File: config.mk
export PLATFORM = sky130hd
export DESIGN_NAME = dct_forward_inverse_1d_unit_flat
export DESIGN_NICKNAME = d
export VERILOG_FILES = /design/src/rtl/dfi_pkg.sv /design/src/rtl/dfi_sample_if.sv /design/src/rtl/dfi_result_if.sv /design/src/rtl/dfi_ram.sv /design/src/rtl/dfi_ctrl.sv /design/src/rtl/dfi_mac.sv /design/src/rtl/dct_forward_inverse_1d_unit.sv /design/src/flat_wrapper.sv
export SDC_FILE = /design/constraint.sdc
export NUM_CORES = 2
export LEC_CHECK = 0
export BUFFER_PORTS_ARGS = -buffer_cell sky130_fd_sc_hd__clkbuf_2
export CORE_MARGIN = 4
export CORE_UTILIZATION = 55
export DETAILED_ROUTE_END_ITERATION = 10
export GPL_TIMING_DRIVEN = 0
export PLACE_DENSITY = 0.71
export SLEW_MARGIN = 0
export SYNTH_ARGS = -nofsm -noshare
export SYNTH_HDL_FRONTEND = slang
export SYNTH_SLANG_ARGS = --single-unit
File: constraint.sdc
create_clock -name clk -period 14.97 [get_ports clk]
set_input_delay 2.994 -clock clk [delete_from_list [all_inputs] [get_ports clk]]
set_output_delay 2.994 -clock clk [all_outputs]
set_load 0.05 [all_outputs]
File: src/rtl/dfi_pkg.sv
// ----------------------------------------------------------------------------
// dfi_pkg
// Shared constants, types and the cosine lookup of the 1-D DCT-II / DCT-III
// unit.
// ----------------------------------------------------------------------------
package dfi_pkg;

	localparam int N              = 32;
	localparam int COEF_FRAC_BITS = 15;
	localparam int SAMPLE_W       = 24;
	localparam int VALUE_W        = 32;
	localparam int INDEX_W        = 5;
	localparam int ADDR_W         = $clog2(N);
	localparam int ROM_W          = $clog2(4 * N);
	localparam int COEF_W         = COEF_FRAC_BITS + 2;
	localparam int PROD_W         = SAMPLE_W + COEF_W;
	localparam int ACC_W          = PROD_W + ADDR_W;
	localparam int FWD_SHIFT      = COEF_FRAC_BITS - 1;
	localparam int INV_SHIFT      = ADDR_W + COEF_FRAC_BITS;

	// first quadrant of cos(pi*r/(2N)) in Q1.15, r = 0..N, unclipped
	localparam logic [COEF_FRAC_BITS:0] QCOS [0:N] = '{
		16'd32768, 16'd32729, 16'd32610, 16'd32413, 16'd32138, 16'd31786,
		16'd31357, 16'd30853, 16'd30274, 16'd29622, 16'd28899, 16'd28106,
		16'd27246, 16'd26320, 16'd25330, 16'd24279, 16'd23170, 16'd22006,
		16'd20788, 16'd19520, 16'd18205, 16'd16846, 16'd15447, 16'd14010,
		16'd12540, 16'd11039, 16'd9512,  16'd7962,  16'd6393,  16'd4808,
		16'd3212,  16'd1608,  16'd0
	};

	// weight of the dc term in the inverse transform
	localparam logic signed [COEF_W-1:0] HALF_COEF = COEF_W'(2 ** (COEF_FRAC_BITS - 1));

	typedef enum logic [3:0] {
		ST_LOAD  = 4'b0001,
		ST_ISSUE = 4'b0010,
		ST_DRAIN = 4'b0100,
		ST_EMIT  = 4'b1000
	} ctrl_state_t;

	typedef struct packed {
		logic                     vld;
		logic                     clr;
		logic signed [COEF_W-1:0] coef;
		logic                     emit;
		logic [ADDR_W-1:0]        idx;
		logic                     last;
		logic                     inv;
	} mac_cmd_t;

	typedef struct packed {
		logic busy;
		logic out_free;
	} mac_stat_t;

	function automatic logic signed [COEF_W-1:0] coef_lookup(input logic [ROM_W-1:0] m);
		logic [ROM_W-1:0]          r;
		logic                      neg;
		logic [COEF_FRAC_BITS:0]   mag;
		logic signed [COEF_W-1:0]  res;
		if (m <= ROM_W'(N)) begin
			r   = m;
			neg = 1'b0;
		end else if (m <= ROM_W'(2 * N)) begin
			r   = ROM_W'(2 * N) - m;
			neg = 1'b1;
		end else if (m < ROM_W'(3 * N)) begin
			r   = m - ROM_W'(2 * N);
			neg = 1'b1;
		end else begin
			r   = ROM_W'(4 * N) - m;
			neg = 1'b0;
		end
		mag = QCOS[r[ADDR_W:0]];
		if (neg) begin
			res = -$signed({1'b0, mag});
		end else if (mag > (COEF_FRAC_BITS + 1)'(2 ** COEF_FRAC_BITS - 1)) begin
			res = COEF_W'(2 ** COEF_FRAC_BITS - 1);
		end else begin
			res = $signed({1'b0, mag});
		end
		return res;
	endfunction

endpackage

File: src/rtl/dfi_sample_if.sv
// ----------------------------------------------------------------------------
// dfi_sample_if
// Sample request channel: valid/ready handshake with one signed sample.
// ----------------------------------------------------------------------------
interface dfi_sample_if;
	logic                                valid;
	logic                                ready;
	logic signed [dfi_pkg::SAMPLE_W-1:0] sample;

	modport source (output valid, output sample, input ready);
	modport sink   (input valid, input sample, output ready);
endinterface

File: src/rtl/dfi_result_if.sv
// ----------------------------------------------------------------------------
// dfi_result_if
// Result request channel: valid/ready handshake with one transform result.
// ----------------------------------------------------------------------------
interface dfi_result_if;
	logic                               valid;
	logic                               ready;
	logic signed [dfi_pkg::VALUE_W-1:0] value;
	logic [dfi_pkg::INDEX_W-1:0]        index;
	logic                               last;
	logic                               saturated;

	modport source (output valid, output value, output index, output last,
		output saturated, input ready);
	modport sink   (input valid, input value, input index, input last,
		input saturated, output ready);
endinterface

File: src/rtl/dfi_ram.sv
// ----------------------------------------------------------------------------
// dfi_ram
// Generic single-write, single-read RAM with registered read data.
// ----------------------------------------------------------------------------
module dfi_ram #(
	parameter int WIDTH = 8,
	parameter int DEPTH = 16
) (
	input  logic                     clk,
	input  logic                     we,
	input  logic [$clog2(DEPTH)-1:0] waddr,
	input  logic [WIDTH-1:0]         wdata,
	input  logic                     re,
	input  logic [$clog2(DEPTH)-1:0] raddr,
	output logic [WIDTH-1:0]         rdata
);

	logic [WIDTH-1:0] mem [0:DEPTH-1];

	always_ff @(posedge clk) begin
		if (we) begin
			mem[waddr] <= wdata;
		end
		if (re) begin
			rdata <= mem[raddr];
		end
	end

endmodule

File: src/rtl/dfi_ctrl.sv
// ----------------------------------------------------------------------------
// dfi_ctrl
// Sequencer: fills the sample buffer, then walks every output index over all
// buffer entries, producing the cosine coefficient beside each buffer read.
// ----------------------------------------------------------------------------
module dfi_ctrl (
	input  logic                       clk,
	input  logic                       arst_n,
	input  logic                       in_valid,
	output logic                       in_ready,
	input  logic                       direction,
	output logic                       ram_we,
	output logic [dfi_pkg::ADDR_W-1:0] ram_waddr,
	output logic                       ram_re,
	output logic [dfi_pkg::ADDR_W-1:0] ram_raddr,
	output dfi_pkg::mac_cmd_t          cmd,
	input  dfi_pkg::mac_stat_t         stat
);

	dfi_pkg::ctrl_state_t               state_q;
	logic [dfi_pkg::ADDR_W-1:0]         load_cnt_q;
	logic [dfi_pkg::ADDR_W-1:0]         a_q;
	logic [dfi_pkg::ADDR_W-1:0]         b_q;
	logic [dfi_pkg::ROM_W-1:0]          m_q;
	logic [dfi_pkg::ROM_W-1:0]          step_q;
	logic                               inv_q;
	logic                               vld_s1;
	logic                               clr_s1;
	logic signed [dfi_pkg::COEF_W-1:0]  coef_s1;
	logic [dfi_pkg::ADDR_W-1:0]         a_nxt;
	logic                               accept;
	logic                               emit_go;
	logic                               a_last;

	always_comb begin
		in_ready  = (state_q == dfi_pkg::ST_LOAD);
		accept    = in_valid && in_ready;
		ram_we    = accept;
		ram_waddr = load_cnt_q;
		ram_re    = (state_q == dfi_pkg::ST_ISSUE);
		ram_raddr = b_q;
		a_nxt     = a_q + 1'b1;
		a_last    = (a_q == dfi_pkg::ADDR_W'(dfi_pkg::N - 1));
		emit_go   = (state_q == dfi_pkg::ST_EMIT) && stat.out_free;
	end

	always_comb begin
		cmd.vld  = vld_s1;
		cmd.clr  = clr_s1;
		cmd.coef = coef_s1;
		cmd.emit = emit_go;
		cmd.idx  = a_q;
		cmd.last = a_last;
		cmd.inv  = inv_q;
	end

	always_ff @(posedge clk or negedge arst_n) begin
		if (!arst_n) begin
			state_q    <= dfi_pkg::ST_LOAD;
			load_cnt_q <= '0;
			a_q        <= '0;
			b_q        <= '0;
			m_q        <= '0;
			step_q     <= '0;
			inv_q      <= 1'b0;
			vld_s1     <= 1'b0;
		end else begin
			vld_s1 <= (state_q == dfi_pkg::ST_ISSUE);
			case (state_q)
				dfi_pkg::ST_LOAD: begin
					if (accept) begin
						if (load_cnt_q == dfi_pkg::ADDR_W'(dfi_pkg::N - 1)) begin
							load_cnt_q <= '0;
							inv_q      <= direction;
							a_q        <= '0;
							b_q        <= '0;
							m_q        <= '0;
							step_q     <= dfi_pkg::ROM_W'(direction);
							state_q    <= dfi_pkg::ST_ISSUE;
						end else begin
							load_cnt_q <= load_cnt_q + 1'b1;
						end
					end
				end
				dfi_pkg::ST_ISSUE: begin
					b_q <= b_q + 1'b1;
					m_q <= m_q + step_q;
					if (b_q == dfi_pkg::ADDR_W'(dfi_pkg::N - 1)) begin
						state_q <= dfi_pkg::ST_DRAIN;
					end
				end
				dfi_pkg::ST_DRAIN: begin
					if (!vld_s1 && !stat.busy) begin
						state_q <= dfi_pkg::ST_EMIT;
					end
				end
				dfi_pkg::ST_EMIT: begin
					if (emit_go) begin
						if (a_last) begin
							state_q <= dfi_pkg::ST_LOAD;
						end else begin
							a_q     <= a_nxt;
							b_q     <= '0;
							m_q     <= inv_q ? '0 : dfi_pkg::ROM_W'(a_nxt);
							step_q  <= dfi_pkg::ROM_W'({a_nxt, inv_q});
							state_q <= dfi_pkg::ST_ISSUE;
						end
					end
				end
				default: begin
					state_q <= dfi_pkg::ST_LOAD;
				end
			endcase
		end
	end

	// coefficient travels beside the buffer read
	always_ff @(posedge clk) begin
		clr_s1 <= (b_q == '0);
		if (inv_q && (b_q == '0)) begin
			coef_s1 <= dfi_pkg::HALF_COEF;
		end else begin
			coef_s1 <= dfi_pkg::coef_lookup(m_q);
		end
	end

endmodule

File: src/rtl/dfi_mac.sv
// ----------------------------------------------------------------------------
// dfi_mac
// Shared multiply-accumulate, rounding, saturation and the result register.
// ----------------------------------------------------------------------------
module dfi_mac (
	input  logic                         clk,
	input  logic                         arst_n,
	input  logic [dfi_pkg::SAMPLE_W-1:0] rdata,
	input  dfi_pkg::mac_cmd_t            cmd,
	output dfi_pkg::mac_stat_t           stat,
	dfi_result_if.source                 res
);

	localparam logic signed [dfi_pkg::ACC_W:0] FWD_BIAS =
		{{dfi_pkg::ACC_W{1'b0}}, 1'b1} << (dfi_pkg::FWD_SHIFT - 1);
	localparam logic signed [dfi_pkg::ACC_W:0] INV_BIAS =
		{{dfi_pkg::ACC_W{1'b0}}, 1'b1} << (dfi_pkg::INV_SHIFT - 1);
	localparam logic signed [dfi_pkg::ACC_W:0] VMAX =
		{{(dfi_pkg::ACC_W + 1 - dfi_pkg::VALUE_W){1'b0}}, 1'b0,
		{(dfi_pkg::VALUE_W - 1){1'b1}}};
	localparam logic signed [dfi_pkg::ACC_W:0] VMIN =
		{{(dfi_pkg::ACC_W + 1 - dfi_pkg::VALUE_W){1'b1}}, 1'b1,
		{(dfi_pkg::VALUE_W - 1){1'b0}}};

	logic                               vld_s2;
	logic                               clr_s2;
	logic signed [dfi_pkg::PROD_W-1:0]  prod_s2;
	logic signed [dfi_pkg::ACC_W-1:0]   acc_q;
	logic signed [dfi_pkg::ACC_W:0]     biased;
	logic signed [dfi_pkg::ACC_W:0]     shifted;
	logic                               over;
	logic                               under;
	logic                               out_vld_q;
	logic signed [dfi_pkg::VALUE_W-1:0] value_q;
	logic [dfi_pkg::INDEX_W-1:0]        index_q;
	logic                               last_q;
	logic                               sat_q;

	always_ff @(posedge clk or negedge arst_n) begin
		if (!arst_n) begin
			vld_s2 <= 1'b0;
		end else begin
			vld_s2 <= cmd.vld;
		end
	end

	always_ff @(posedge clk) begin
		clr_s2  <= cmd.clr;
		prod_s2 <= $signed(rdata) * $signed(cmd.coef);
		if (vld_s2) begin
			if (clr_s2) begin
				acc_q <= dfi_pkg::ACC_W'(prod_s2);
			end else begin
				acc_q <= acc_q + dfi_pkg::ACC_W'(prod_s2);
			end
		end
	end

	// round to nearest, ties up, then clip to the output range
	always_comb begin
		biased  = {acc_q[dfi_pkg::ACC_W-1], acc_q} + (cmd.inv ? INV_BIAS : FWD_BIAS);
		shifted = cmd.inv ? (biased >>> dfi_pkg::INV_SHIFT) : (biased >>> dfi_pkg::FWD_SHIFT);
		over    = (shifted > VMAX);
		under   = (shifted < VMIN);
	end

	always_comb begin
		stat.busy     = vld_s2;
		stat.out_free = !out_vld_q || res.ready;
	end

	always_ff @(posedge clk or negedge arst_n) begin
		if (!arst_n) begin
			out_vld_q <= 1'b0;
		end else if (cmd.emit) begin
			out_vld_q <= 1'b1;
		end else if (res.ready) begin
			out_vld_q <= 1'b0;
		end
	end

	always_ff @(posedge clk) begin
		if (cmd.emit) begin
			if (over) begin
				value_q <= VMAX[dfi_pkg::VALUE_W-1:0];
			end else if (under) begin
				value_q <= VMIN[dfi_pkg::VALUE_W-1:0];
			end else begin
				value_q <= shifted[dfi_pkg::VALUE_W-1:0];
			end
			index_q <= dfi_pkg::INDEX_W'(cmd.idx);
			last_q  <= cmd.last;
			sat_q   <= over || under;
		end
	end

	always_comb begin
		res.valid     = out_vld_q;
		res.value     = value_q;
		res.index     = index_q;
		res.last      = last_q;
		res.saturated = sat_q;
	end

endmodule

File: src/rtl/dct_forward_inverse_1d_unit.sv
// ----------------------------------------------------------------------------
// dct_forward_inverse_1d_unit
// 1-D direct-form DCT-II (forward) and DCT-III (inverse) over blocks of N
// samples.
//
// samples: one signed 24-bit sample per request, N requests make a block.
// results: N requests per block in index order, last set on the final one,
//   saturated set where the rounded value was clipped to 32 bits.
// direction_we/direction_wdata: 0 forward, 1 inverse; taken at the request
//   that completes a block; they must be written only while the unit is
//   idle, which the unit itself does not enforce.
// The N samples of a block are accepted one per cycle into a buffer RAM.
// After the last sample, samples.ready stays low while one shared
// multiply-accumulate reads one buffer entry per cycle: each result is
// formed by N reads, a pipeline drain and a result load.
// A stalled receiver holds the result register and the sequencer waits.
// Reset clears the sample count and direction; the buffer holds no reset
// value and is read only after a full block has been written.
// ----------------------------------------------------------------------------
module dct_forward_inverse_1d_unit (
	input  logic        clk,
	input  logic        arst_n,
	input  logic        direction_we,
	input  logic        direction_wdata,
	dfi_sample_if.sink   samples,
	dfi_result_if.source results
);

	logic                         direction_q;
	logic                         ram_we;
	logic [dfi_pkg::ADDR_W-1:0]   ram_waddr;
	logic                         ram_re;
	logic [dfi_pkg::ADDR_W-1:0]   ram_raddr;
	logic [dfi_pkg::SAMPLE_W-1:0] ram_rdata;
	dfi_pkg::mac_cmd_t            cmd;
	dfi_pkg::mac_stat_t           stat;

	always_ff @(posedge clk or negedge arst_n) begin
		if (!arst_n) begin
			direction_q <= 1'b0;
		end else if (direction_we) begin
			direction_q <= direction_wdata;
		end
	end

	dfi_ctrl u_ctrl (
		.clk       (clk),
		.arst_n    (arst_n),
		.in_valid  (samples.valid),
		.in_ready  (samples.ready),
		.direction (direction_q),
		.ram_we    (ram_we),
		.ram_waddr (ram_waddr),
		.ram_re    (ram_re),
		.ram_raddr (ram_raddr),
		.cmd       (cmd),
		.stat      (stat)
	);

	dfi_ram #(
		.WIDTH (dfi_pkg::SAMPLE_W),
		.DEPTH (dfi_pkg::N)
	) u_buf (
		.clk   (clk),
		.we    (ram_we),
		.waddr (ram_waddr),
		.wdata (samples.sample),
		.re    (ram_re),
		.raddr (ram_raddr),
		.rdata (ram_rdata)
	);

	dfi_mac u_mac (
		.clk    (clk),
		.arst_n (arst_n),
		.rdata  (ram_rdata),
		.cmd    (cmd),
		.stat   (stat),
		.res    (results)
	);

	a_no_rw_overlap: assert property (@(posedge clk) disable iff (!arst_n)
		!(ram_we && ram_re))
		else $error("buffer written while being read");

	a_last_index: assert property (@(posedge clk) disable iff (!arst_n)
		results.valid && results.last |-> results.index == dfi_pkg::INDEX_W'(dfi_pkg::N - 1))
		else $error("last flag on wrong index");

	a_block_closes: assert property (@(posedge clk) disable iff (!arst_n)
		ram_we && ram_waddr == dfi_pkg::ADDR_W'(dfi_pkg::N - 1) |=> !samples.ready)
		else $error("samples still taken after a full block");

	a_emit_settled: assert property (@(posedge clk) disable iff (!arst_n)
		cmd.emit |-> !stat.busy && !cmd.vld)
		else $error("result taken before accumulation settled");

endmodule

File: src/flat_wrapper.sv
// flat-port wrapper written by rule: the top's interface ports become plain ports
module dct_forward_inverse_1d_unit_flat 
  (clk, arst_n, direction_we, direction_wdata, samples_valid, samples_sample, samples_ready, results_valid, results_value, results_index, results_last, results_saturated, results_ready);
  dfi_sample_if samples_i ();
  dfi_result_if results_i ();
  input  logic clk;
  input  logic arst_n;
  input  logic direction_we;
  input  logic direction_wdata;
  input wire logic [$bits(samples_i.valid)-1:0] samples_valid;
  input wire logic [$bits(samples_i.sample)-1:0] samples_sample;
  output wire logic [$bits(samples_i.ready)-1:0] samples_ready;
  output wire logic [$bits(results_i.valid)-1:0] results_valid;
  output wire logic [$bits(results_i.value)-1:0] results_value;
  output wire logic [$bits(results_i.index)-1:0] results_index;
  output wire logic [$bits(results_i.last)-1:0] results_last;
  output wire logic [$bits(results_i.saturated)-1:0] results_saturated;
  input wire logic [$bits(results_i.ready)-1:0] results_ready;
  assign samples_i.valid = samples_valid;
  assign samples_i.sample = samples_sample;
  assign samples_ready = samples_i.ready;
  assign results_valid = results_i.valid;
  assign results_value = results_i.value;
  assign results_index = results_i.index;
  assign results_last = results_i.last;
  assign results_saturated = results_i.saturated;
  assign results_i.ready = results_ready;
  dct_forward_inverse_1d_unit u_core (.clk(clk), .arst_n(arst_n), .direction_we(direction_we), .direction_wdata(direction_wdata), .samples(samples_i), .results(results_i));
endmodule
* Yosys cells after proc, flatten, opt, wreduce, memory -nomap -nowiden
Memory sizes are Yosys's and may differ from the RTL's. A register that Yosys moved wholly into a read port is not among the register bits. Index checks and enable logic that the tools add are counted. W data, S select, Z words.
Operators by class: magnitude comparators 7, eq/ne operators 13, reductions and logical operators 18, $add $sub $neg 10, $mul 1, bitwise logic cells 1, mux-type cells 47
Operators with widths (count):
- $mux W32 | 2
- $mux W7 | 8
- $mux W16 | 3
- $add A46 B21 Y47 | 1
- $add A46 B41 Y46 | 1
- $mux W46 | 1
- $mul A24 B17 Y41 | 1
- $mux W5 | 8
- $gt A33 B32 Y1 const B | 1
- $lt A33 B32 Y1 const B | 1
- $mux W6 | 4
- $pmux W7 S3 | 1
- $mux W20 | 1
- $mux W4 | 5
- $mux W17 | 1
- $neg A16 Y17 | 1
- $gt A16 B15 Y1 const B | 1
- $pmux W4 S4 | 1
- $add A5 B1 Y5 const B | 3
- $eq A5 B5 Y1 const B | 3
- $pmux W5 S3 | 1
- $reduce_and A5 Y1 | 3
- $pmux W7 S2 | 1
- $sub A1 B6 Y6 const A | 2
- other kinds (24) | 42
Word-level totals: bits in read-only memories 1024, memories 2, register bits after elaboration 183, memory bits (writable) 768, output and inout bits 41, logic and storage cells 119
Memories:
- (no name shown) | words 64, bits a word 16, rd ports 1, clocked after Yosys merged registers in 0, wr ports 0, RTL line dfi_pkg.sv:74 | mag = QCOS[r[ADDR_W:0]];
- u_core.u_buf.mem | words 32, bits a word 24, rd ports 1, clocked after Yosys merged registers in 1, wr ports 1, RTL line dfi_ram.sv:18 | logic [WIDTH-1:0] mem [0:DEPTH-1];

* Depth between registers and ports, before layout
depth after elaboration 12, mapped depth 25, depth with buffers taken out 24

* By module
Synthesis repeated with hierarchy kept, for this count alone.
Second synthesis, totals: cells, all modules 4578, area, all modules 56940.9 um^2
By module, submodules not included:
- dfi_ram | cells each 1711, instances 1, area each 30723.2 um^2
- dfi_mac | cells each 2381, instances 1, area each 21969.8 um^2
- dfi_ctrl | cells each 484, instances 1, area each 4207.8 um^2
- dct_forward_inverse_1d_unit | cells each 2, instances 1, area each 40.0 um^2

* Worst setup path before layout
OpenSTA, ideal clock, no wires.
kind reg-to-reg, from register u_core.u_buf.rdata[14] (read register of u_core.u_buf.mem), to register u_core.u_mac.prod_s2[37] (netlist bit), library setup time 0.072 ns, path slack 8.480 ns, stages on the path, launching flop included 25, arrival 6.418 ns, path buffers 1, clock period less this slack 6.490 ns, cell sequence edfxtp_1 clkbuf_1 nand2_1 fa_1 inv_1 fa_1 inv_1 fa_1 inv_1 fa_1 fa_1 inv_1 fa_1 inv_1 ha_1 a21o_1 a21o_1 a21oi_1 o211a_1 a31oi_1 a2111oi_0 o311ai_0 a21o_1 a21oi_1 xnor2_1
On the way: longest elaborated chain between the ends 1
RTL lines:
- from (decl) | RTL line dfi_ram.sv:15 | output logic [WIDTH-1:0] rdata
- $mul A24 B17 Y41 | RTL line dfi_mac.sv:49 | prod_s2 <= $signed(rdata) * $signed(cmd.coef);
- to (signal assigned) | RTL line dfi_mac.sv:49
- to (decl) | RTL line dfi_mac.sv:27 | logic signed [dfi_pkg::PROD_W-1:0] prod_s2;
No other way between the ends. A chain may end at the register's enable or synchronous reset.

* Worst setup path after layout
Ends and elaborated chain as after synthesis.

==> results.rst <==
.. list-table::
   :header-rows: 1

   * - Metric
     - Value
   * - Main synth FF type
     - edfxtp_1
   * - Largest net degree at the start of global routing
     - 35
   * - Busiest layer in global routing
     - met2
   * - Setup total negative slack
     - 0 ps
   * - Detailed-router iteration count before antenna repair
     - 6
   * - Worst min-delay path class
     - register to register
   * - Number of nets with antenna violations after routing
     - 0
   * - Number of DRC markers after the initial detailed-route iteration
     - 3163
   * - Quantity of hold-fixing buffers added after cts
     - 0
   * - Nets@finish
     - 4814
   * - Wire length reported by the detailed router
     - 144000 µm
   * - Count of unique library cells instantiated by Yosys
     - 94
   * - Met1 Use GR
     - 35.7%
   * - Number of CTS-inserted buffers
     - 97
   * - Setup slack of the worst register-to-register path
     - 7220 ps
   * - Port Buffers
     - 70
   * - Final setup skew
     - 58.0 ps
   * - Capture instance of the worst register-to-register path
     - u_core.u_mac.prod_s2[37]
   * - Worst Setup End Kind
     - register
   * - Number of H-tree levels
     - 3
   * - DR DRC count
     - 0
   * - Core footprint
     - 0.100 mm²
   * - Reg2Reg Depth
     - 24
   * - Area of the die
     - 0.107 mm²
   * - Worst-Margin Slew
     - 1440 ps
   * - Post-DR wirelength/cell
     - 25.5 µm
   * - Number of maximum-capacitance violations
     - 0
   * - Syn nets
     - 4613
   * - Number of enable-type register cells in the synthesized netlist
     - 877
   * - Type of the setup path with the least slack
     - register to register
   * - CTS root buf
     - clkbuf_16
   * - Number of setup violations in the final report
     - 0
   * - FF+latch count, synth
     - 969
   * - Setup repair after global routing missed its margin
     - false
   * - Die Ht
     - 326 µm
   * - Clock insertion delay at the later pin of the skew report
     - 700 ps
   * - Run status
     - completed
   * - Share of the cycle needed by the critical path after routing
     - 51.8%
   * - Worst hold slack
     - 332 ps
   * - Worst EP required
     - 15570 ps
   * - Syn avg cell area
     - 13.9 µm²
   * - Worst flop-to-flop path startpoint
     - u_core.u_buf.rdata[14]
   * - Weighted congestion reported at the end of routability-driven placement
     - 0.968
   * - Quantity of gates resized following cts
     - 0
   * - Met3 capacity usage during global routing
     - 4.15%
   * - Area of all placed cells without fillers
     - 0.0621 mm²
   * - Clk sinks
     - 969
   * - Overflow left after global routing
     - 0
   * - Total I/O pin count
     - 71
   * - Hold Path End
     - u_core.u_mac.clr_s2
   * - Chip width
     - 326 µm
   * - Initial core utilization
     - 55.6%
   * - Data arrival at the endpoint of the critical path
     - 8360 ps
   * - Final max-slew violation count
     - 0
   * - Origin of the worst min-delay path
     - u_core.u_ctrl.clr_s1
   * - Clock input transition at the sequential cells of the worst setup and hold paths
     - 70 ps
   * - Max Fanout on Critical Path
     - 10
   * - Minimum clock period
     - 7750 ps
   * - Count of mapped cells out of synthesis
     - 4006
   * - Placed standard-cell area
     - 0.0588 mm²
   * - Share of synthesized flip-flops with an asynchronous set or reset
     - 3.30%
   * - Maximum number of buffers from clock root to sink
     - 3
   * - Synthesis-to-layout area growth
     - 11.4%
   * - Share of layout cells above drive strength 1
     - 14.0%
   * - Vias in the first global route
     - 34.9k
   * - Clock tree from TritonCTS
     - yes
   * - Wire length of the first global-routing pass
     - 218000 µm
   * - Met2 layer usage reported by global route
     - 45.7%
   * - Synthesized area
     - 0.0558 mm²
   * - Nature of the critical path startpoint
     - register
   * - Number of antenna violations at the first check in global routing
     - 3
   * - Global Route Usage Sum
     - 27.4%
   * - Fin. Hold Viols
     - 0
   * - Fmax achieved
     - 129 MHz
   * - Via count
     - 33.8k
   * - Relative slew margins
     - 2.56%
   * - Via-to-Cell Ratio
     - 5.99
   * - Post-DP HPWL
     - 104000 µm
   * - Number of instances on the worst hold path
     - 0
   * - Warnings from Yosys
     - 0
   * - Post CTS Setup Buffer Count
     - 0
   * - Post-synthesis sequential area ratio
     - 50.8%
   * - Standard-cell row count
     - 116
per-stage QoR:
step	setup slack (ps)	util, %	cells
CTS	7190	61.9	5642
global placement	7200	57.6	5433
finish	7220	61.9	5644
floorplan	8480	-	4006
global route	6670	61.9	5642
detailed placement	7210	58.6	5465
synthesized netlist by cell type, types with 30 or more instances:
master | n | area share, %
edfxtp_1 | 877 | 47
inv_1 | 451 | 3.0
fa_1 | 403 | 14
nand2_1 | 369 | 2.5
mux4_2 | 241 | 9.7
and2_1 | 183 | 2.1
ha_1 | 174 | 3.9
nor2_1 | 154 | 1.0
clkbuf_1 | 146 | 0.98
o21ai_0 | 140 | 1.3
a21oi_1 | 103 | 0.92
xnor2_1 | 78 | 1.2
dfxtp_1 | 60 | 2.2
a21o_1 | 58 | 0.78
xor2_1 | 54 | 0.85
nand3_1 | 43 | 0.39
dfrtp_1 | 31 | 1.4
mux2_2 | 30 | 0.61
cell type report:
| type | instances | area (µm²) |
|---|---|---|
| plain buffers | 179 | 713 |
| clock inverters | 58 | 687 |
| clock buffers | 119 | 2580 |
| flip-flops and latches | 969 | 28300 |
| repair buffers | 102 | 1110 |
| multi-input cells | 2402 | 25200 |
| inverters | 456 | 1710 |
| fillers | 7460 | 38200 |
| well taps | 1357 | 1700 |
| diodes | 2 | 5.00 |
worst max-delay path: stages (launching register included):
cell	delay [ps]
edfxtp_1	540
clkbuf_1	550
nand2_1	170
fa_1	560
inv_1	50
fa_1	530
inv_1	50
fa_1	540
inv_1	60
fa_1	460
fa_1	550
inv_1	60
fa_1	530
inv_1	40
ha_1	350
a21o_1	200
a21o_1	170
a21oi_1	180
o211a_1	190
a31oi_1	190
a2111oi_0	690
o311ai_0	420
a21o_1	270
a21oi_1	170
xnor2_1	130
layer usage:
| metal | wire, µm | share of wire [%] |
|---|---|---|
| met5 | 0 | 0 |
| met4 | 8130 | 5.6 |
| met3 | 10700 | 7.4 |
| met2 | 70400 | 49 |
| met1 | 54800 | 38 |
cells by family (layout without fill, tap and decap cells):
| group | count (synthesis) | after routing | synth area share (%) |
|---|---|---|---|
| adders and majority gates | 577 | 577 | 18.4 |
| and+or+nand+nor | 924 | 924 | 8.11 |
| muxes | 283 | 283 | 10.6 |
| DFF | 969 | 969 | 50.8 |
| xor gates and xnor gates | 133 | 133 | 2.12 |
| buffers and inverters | 635 | 914 | 4.35 |
| AOI/OAI and AO/OA | 485 | 485 | 5.64 |
| other | 0 | 2 | 0 |
state kept, by name, summed over array words and instances, names as in the netlist, 4 cells and up:
| register | flops |
|---|---|
| u_core.u_ctrl.ram_raddr | 5 |
| u_core.u_buf.mem | 768 |
| u_core.u_ctrl.a_q | 5 |
| u_core.u_ctrl.ram_waddr | 5 |
| u_core.u_ctrl.coef_s1 | 17 |
| u_core.u_ctrl.state_q | 4 |
| u_core.u_mac.prod_s2 | 41 |
| u_core.u_mac.res.value | 32 |
| u_core.u_ctrl.m_q | 7 |
| u_core.u_buf.rdata | 24 |
| u_core.u_mac.res.index | 5 |
| u_core.u_mac.acc_q | 46 |
placed cells by master, fill, tap and decap left out, types with 24 or more instances in the layout:
master / n
mux2_2: 30
xnor2_1: 78
nor2_1: 121
nand3_1: 43
nor3_1: 28
clkbuf_16: 99
nor2b_1: 24
inv_1: 451
and2_1: 183
dfrtp_1: 30
and3_1: 26
ha_1: 174
nand2_1: 369
nor2_4: 33
mux4_2: 241
clkbuf_1: 163
o21ai_0: 140
fa_1: 403
clkbuf_2: 70
a21o_1: 58
xor2_1: 54
dfxtp_1: 60
edfxtp_1: 877
a21oi_1: 103
worst max-delay path by stage:
| stage | endpoint | slack [ps] | start |
|---|---|---|---|
| floorplan | u_core.u_mac.prod_s2[37] | 8480 | u_core.u_buf.rdata[14] |
| global placement | u_core.u_mac.prod_s2[37] | 7200 | u_core.u_ctrl.coef_s1[3] |
| detailed placement | u_core.u_mac.prod_s2[37] | 7210 | u_core.u_ctrl.coef_s1[3] |
| CTS | u_core.u_mac.prod_s2[37] | 7190 | u_core.u_buf.rdata[14] |
| global route | u_core.u_mac.prod_s2[37] | 6670 | u_core.u_buf.rdata[14] |
| finish | u_core.u_mac.prod_s2[37] | 7220 | u_core.u_buf.rdata[14] |
Power is not shown: default switching activity piles up to over one toggle a cycle in this logic, so the estimate is an artifact.
